--- src/cop_sqrt.sv ---
// pipelined integer square root, one result bit per stage
module cop_sqrt #(
    parameter int RW = 23,
    parameter int TW = 8
) (
    input  logic            i_clk,
    input  logic            i_rst_n,
    input  logic            i_valid,
    input  logic [2*RW-1:0] i_rad,
    input  logic [TW-1:0]   i_tag,
    output logic            o_ready,
    input  logic            i_ready,
    output logic            o_valid,
    output logic [RW-1:0]   o_root,
    output logic [TW-1:0]   o_tag
);

    logic            r_v    [RW];
    logic [RW+1:0]   r_rem  [RW];
    logic [RW-1:0]   r_root [RW];
    logic [2*RW-1:0] r_rad  [RW];
    logic [TW-1:0]   r_tag  [RW];
    logic [RW:0]     w_rdy;

    assign w_rdy[RW] = i_ready;

    for (genvar k = 0; k < RW; k++) begin : g_stage
        logic            s_v;
        logic [RW+1:0]   s_rem;
        logic [RW-1:0]   s_root;
        logic [2*RW-1:0] s_rad;
        logic [TW-1:0]   s_tag;
        logic [RW+1:0]   s_acc;
        logic [RW+1:0]   s_trial;
        logic [RW+1:0]   n_rem;
        logic [RW-1:0]   n_root;

        if (k == 0) begin : g_first
            assign s_v    = i_valid;
            assign s_rem  = '0;
            assign s_root = '0;
            assign s_rad  = i_rad;
            assign s_tag  = i_tag;
        end else begin : g_next
            assign s_v    = r_v[k-1];
            assign s_rem  = r_rem[k-1];
            assign s_root = r_root[k-1];
            assign s_rad  = r_rad[k-1];
            assign s_tag  = r_tag[k-1];
        end

        assign w_rdy[k] = !r_v[k] || w_rdy[k+1];

        // bring down two radicand bits, try root*4+1
        always_comb begin
            s_acc   = {s_rem[RW-1:0], s_rad[2*RW-1 -: 2]};
            s_trial = {s_root, 2'b01};
            if (s_acc >= s_trial) begin
                n_rem  = s_acc - s_trial;
                n_root = {s_root[RW-2:0], 1'b1};
            end else begin
                n_rem  = s_acc;
                n_root = {s_root[RW-2:0], 1'b0};
            end
        end

        always_ff @(posedge i_clk) begin
            if (!i_rst_n) begin
                r_v[k] <= 1'b0;
            end else if (w_rdy[k]) begin
                r_v[k] <= s_v;
            end
        end

        always_ff @(posedge i_clk) begin
            if (w_rdy[k]) begin
                r_rem[k]  <= n_rem;
                r_root[k] <= n_root;
                r_rad[k]  <= {s_rad[2*RW-3:0], 2'b00};
                r_tag[k]  <= s_tag;
            end
        end
    end

    assign o_ready = w_rdy[0];
    assign o_valid = r_v[RW-1];
    assign o_root  = r_root[RW-1];
    assign o_tag   = r_tag[RW-1];

endmodule

--- config.mk ---
export PLATFORM = sky130hd
export DESIGN_NAME = cop_sqrt
export DESIGN_NICKNAME = d
export VERILOG_FILES = /design/src/cop_sqrt.sv
export SDC_FILE = /design/constraint.sdc
export NUM_CORES = 2
export LEC_CHECK = 0
export BUFFER_PORTS_ARGS = -buffer_cell sky130_fd_sc_hd__buf_2
export CAP_MARGIN = 30
export CELL_PAD_IN_SITES_DETAIL_PLACEMENT = 1
export CELL_PAD_IN_SITES_GLOBAL_PLACEMENT = 2
export CORE_MARGIN = 2
export CORE_UTILIZATION = 46
export CTS_BUF_LIST = sky130_fd_sc_hd__clkbuf_8 sky130_fd_sc_hd__clkbuf_16
export DETAILED_ROUTE_END_ITERATION = 16
export PLACE_DENSITY_LB_ADDON = 0.25
export RECOVER_POWER = 50
export SLEW_MARGIN = 40
export SYNTH_ARGS = -nofsm -noshare
export SYNTH_HDL_FRONTEND = slang
export SYNTH_SLANG_ARGS = --single-unit
--- constraint.sdc ---
create_clock -name i_clk -period 8.7 [get_ports i_clk]
set_input_delay 0.435 -clock i_clk [delete_from_list [all_inputs] [get_ports i_clk]]
set_output_delay 0.435 -clock i_clk [all_outputs]
set_load 0.1 [all_outputs]
Word-level counts from Yosys, hierarchy flattened
Memory sizes are Yosys's and may differ from the RTL's.
Cells that the tools add are included.
{"block": "word_totals", "reg_bits": 0, "ramBits": 2323, "in_bits": 58, "out_inout_bits": 33, "elab_cells": 282, "memories": 5}
{"block": "op_classes", "n_addsub": 23, "magnitude_cmp": 23, "muxes": 162, "bitwise_logic": 23, "reduce_logical": 46}
{"memory": "r_rad", "depth": 23, "word_bits": 44, "rd": 22, "rd_ports_with_merged_regs": 0, "write_ports": 23, "line_no": "21", "source": "logic [2*RW-1:0] r_rad [RW];"}
{"memory": "r_rem", "depth": 23, "word_bits": 25, "rd": 22, "rd_ports_with_merged_regs": 0, "write_ports": 23, "line_no": "19", "source": "logic [RW+1:0] r_rem [RW];"}
{"memory": "r_root", "depth": 23, "word_bits": 23, "rd": 23, "rd_ports_with_merged_regs": 0, "write_ports": 23, "line_no": "20", "source": "logic [RW-1:0] r_root [RW];"}
{"memory": "r_tag", "depth": 23, "word_bits": 8, "rd": 23, "rd_ports_with_merged_regs": 0, "write_ports": 23, "line_no": "22", "source": "logic [TW-1:0] r_tag [RW];"}
{"memory": "r_v", "depth": 23, "word_bits": 1, "rd": 23, "rd_ports_with_merged_regs": 0, "write_ports": 23, "line_no": "18", "source": "logic r_v [RW];"}
{"op": "$mux W25", "n": 23}
{"op": "$ge A25 B25 Y1", "n": 22}
{"op": "$sub A25 B25 Y25", "n": 22}
{"op": "$mux W1", "n": 139}
{"op": "$logic_not A1 Y1", "n": 23}
{"op": "$logic_or A1 B1 Y1", "n": 23}
{"op": "$or A1 B1 Y1", "n": 23}
{"op": "$sub A2 B1 Y3 const B", "n": 1}
{"op": "$ge A2 B1 Y1 const B", "n": 1}

Longest topological paths before layout
An unclocked memory read counts as a cell.
{"block": "depth", "ltp_word": 29, "depth_mapped": 14}

Worst setup path after synthesis
No wires, ideal clock.
{"block": "synth_timing", "path_type": "reg2reg", "from": "memory r_v[22][0], in the netlist r_v[11][0]", "to": "memory r_v[0][0], data pin", "setup_time_ps": 280, "t_arrival_ps": 9353, "setup_slack_ps": -933, "stages_incl_launch_ff": 10, "path_cell_list": "edfxtp_1 > nor2b_1 > and2_0 > nand4_1 > nor2_1 > and3_1 > inv_1 > nor4_1 > nand4_1 > and3_1"}
{"item": "start: declaration", "line_no": "18"}

==> metrics.md <==
| Metric | Value |
|---|---|
| Gate power share | `15.4%` |
| Max Cap Viol | `8` |
| Largest delay share family, worst path | `simple AND/OR/NAND/NOR gates` |
| Crit path launch type | `register` |
| Int Pwr | `14.0 mW` |
| Syn Inst Count | `4632` |
| Global-route wire length before repair | `210000 um` |
| EDFF count, synth | `1465` |
| Vias in the first global route | `38200` |
| PwrDens | `265 nW/um^2` |
| Final Skew | `~37 ps` |
| RSZ-0062 raised after global routing | `no` |
| CTS sink cnt | `between 1000 and 1500` |
| CP Cell Sequence | `nor2b_1, and2_0, nand4_1, clkbuf_1, nor2_1, and3_1, clkinvlp_2, nor4_4, nand4_1, buf_4, buf_2` |
| Row cnt | `roughly 140` |
| Worst min-delay path category | `in -> reg` |
| Synth top area share | `68.5%` |
| Final hold vios | `0` |
| H-tree levels | `4` |
| Clock power share | `33.6%` |
| Worst-Margin Slew | `3680 ps` |
| Layout cells sized above 1 | `just over 8%` |
| CP peak stage delay | `690 ps` |
| Final GP Congestion | `around 0.83` |
| Total GRT Usage | `about a fifth` |
| Final WL | `132000 um` |
| Die Height | `roughly 380 um` |
| Rel. slew slack | `-145%` |
| Initial antenna violation count | `1` |
| Tcrit/Tclk final | `64.8%` |
| Largest family of logic cells by synthesized area | `simple AND/OR/NAND/NOR gates` |
| DR WL/cell | `~19 um` |
| Clk pin slew, worst setup/hold paths | `roughly 60 ps` |
| Via density | `~5.2` |
| DRT Pass-1 Iters | `5` |
| Failing checks | `capacitance limit, slew limit` |
| Synth async-reset ratio | `0%` |
| Status | `complete, but fails checks` |
| DRC viols | `0` |
| Post-synth top area cell | `edfxtp_1` |
| CTS tree | `yes` |
| Most common cell after layout, fill and taps aside | `edfxtp_1` |
| Seq/Total Area, Yosys | `68.6%` |
| CTS resizes | `0` |
| Sw Share | `27.0%` |
| Critical path class | `reg -> out` |
| P&R area growth vs syn | `13.3%` |
| Syn. warnings | `0` |
| Sequential Power Share | `51.0%` |
| Worst-path fanout max | `58` |
| Cell area after synthesis | `64200 um^2` |
| CTS Buffer Depth | `3` |
| PortBufs | `90` |
| Most frequent cells in the layout | `edfxtp_1, inv_1, ha_1` |
| Initial Util | `a little under half` |
| Nets | `around 5300` |
| Top Ports | `91` |
| Die width | `378 um` |
| Final Power | `19.2 mW` |
| Most used DFF post-synth | `edfxtp_1` |
| CP dominant cell by count | `nand4_1` |
| Dpl hpwl | `94100 um` |
| Yosys reg bits | `about 1500` |
| CP Capture Type | `primary output` |
| Drt initial violations | `2107` |
| DRT antenna net count | `0` |
| Crit path DAT | `5200 ps` |
| Post-synthesis simple-gate area fraction | `under 10%` |
| Syn nets | `roughly 5000` |
| Total grt overflow | `0` |
| CTS root buf | `clkbuf_16` |
| Vias | `36300` |
| Adder-Cell Fraction of Synth Area | `under 10%` |
| Ranking of synthesized cells by area | `edfxtp_1, ha_1, xnor2_1, inv_1, xor2_1` |
| Post-synthesis xor/xnor area fraction | `~5.0%` |
| Post-synthesis average cell area | `between 10 and 15 um^2` |
| LEAKAGE | `~30 nW` |
| Final worst path period need | `5640 ps` |
| Hold slack final | `167 ps` |
| Buf/Inv on CP | `4` |
| Final setup viols | `0` |
| Worst IR drop on VDD | `0.236 mV` |
| Slowest CP cell | `nor4_4` |
| Mux cell area share after synthesis | `less than 1%` |
| Total die area | `143000 um^2` |
| Max Slew Vio Count | `425` |
| Crit path required time | `roughly 8300 ps` |
| Net Sw Power | `just over 5 mW` |
| Floorplan Core Area | `139000 um^2` |
| Synth Area in Compound Gates | `7.94%` |
| CTS Buf Count | `around 160` |
| Synth cell types | `85` |
| Diode count | `0` |
| Final instance area | `slightly above 70000 um^2` |
| DP Area | `between 60000 and 70000 um^2` |
| Largest net degree at the start of global routing | `76` |
| Fmax | `0.177 GHz` |
| Worst-skew pair later-pin latency | `790 ps` |
-- synthesized netlist by cell type (all sizes together), types with 48 or more instances --
cell type  number
mux2           48
a21o          115
xnor2         206
nand2         272
nand3          77
nand4          59
xor2          164
clkbuf         55
inv           405
nor2          281
and3           49
nand2b         50
a21oi         273
o21a           58
o21ai         206
ha            300
nor3          123
edfxtp       1465
-- registers in the layout (all words and copies together), names as in the netlist --
| name | flops |
|---|---|
| r_tag | 184 |
| r_v | 23 |
| r_rad | 506 |
| r_rem | 477 |
| r_root | 276 |
-- per-layer routing --
layer	track usage, %	part of all wire, %	vias up
li1	-	-	17700
met1	23.9	44	17900
met2	32.4	50	469
met3	3.36	3.4	193
met4	5.48	2.2	2
met5	0	0.0099	-
-- kinds of logic after synthesis --
family,after synthesis
adder cells (fa/ha/maj),300
other,1
XOR/XNOR,370
multiplexers,52
AND/OR/NAND/NOR,1145
AO/OA/AOI/OAI,826
flip-flops,1466
buffers and inverters,472
-- metrics by stage --
step | std cells | setup TNS (ps) | utilization, % | setup slack [ps]
4_1_cts | 6910 | 0 | 52.4 | 3640
3_3_place_gp | 6563 | 0 | 48.2 | 4380
2_1_floorplan | 4632 | -27050 | - | -590
5_1_grt | 6912 | 0 | 52.3 | 2540
3_5_place_dp | 6566 | 0 | 48.3 | 4320
6_report | 6912 | 0 | 52.3 | 3060
-- final timing paths --
check,from,slack [ps],cells after the start,end
hold / removal,i_rst_n,170,2,r_v[11][0]
setup / recovery,r_v[11][0],3060,11,o_ready
setup reg to reg,r_v[11][0],3220,8,r_rem[1][122]
hold reg to reg,r_rad[0][343],400,0,r_rad[1][37]
-- what timing repair did --
item / 4_1_cts / 5_1_grt
hold buffers: 57 / 0
setup buffers: 0 / 0
endpoints found under the hold margin: 59 / 0
-- power groups by stage --
stage               combinational (mW)  clock [mW]  sequential, mW
finish                            2.96        6.46            9.82
global route                      3.33        6.90            9.95
CTS                               2.98        6.66            9.85
detailed placement                2.93           0            9.98
global placement                  2.84           0            9.94
floorplan                         2.20           0            9.70
-- layout make-up --
type	count	area (um^2)
Tap cell	1876	2350
Multi-Input combinational cell	2694	18500
Fill cell	13700	66300
Inverter	406	1530
Clock buffer	159	3980
Clock inverter	128	1070
Sequential cell	1466	44000
Timing Repair Buffer	183	1250
(Power assumes the default switching activity.)
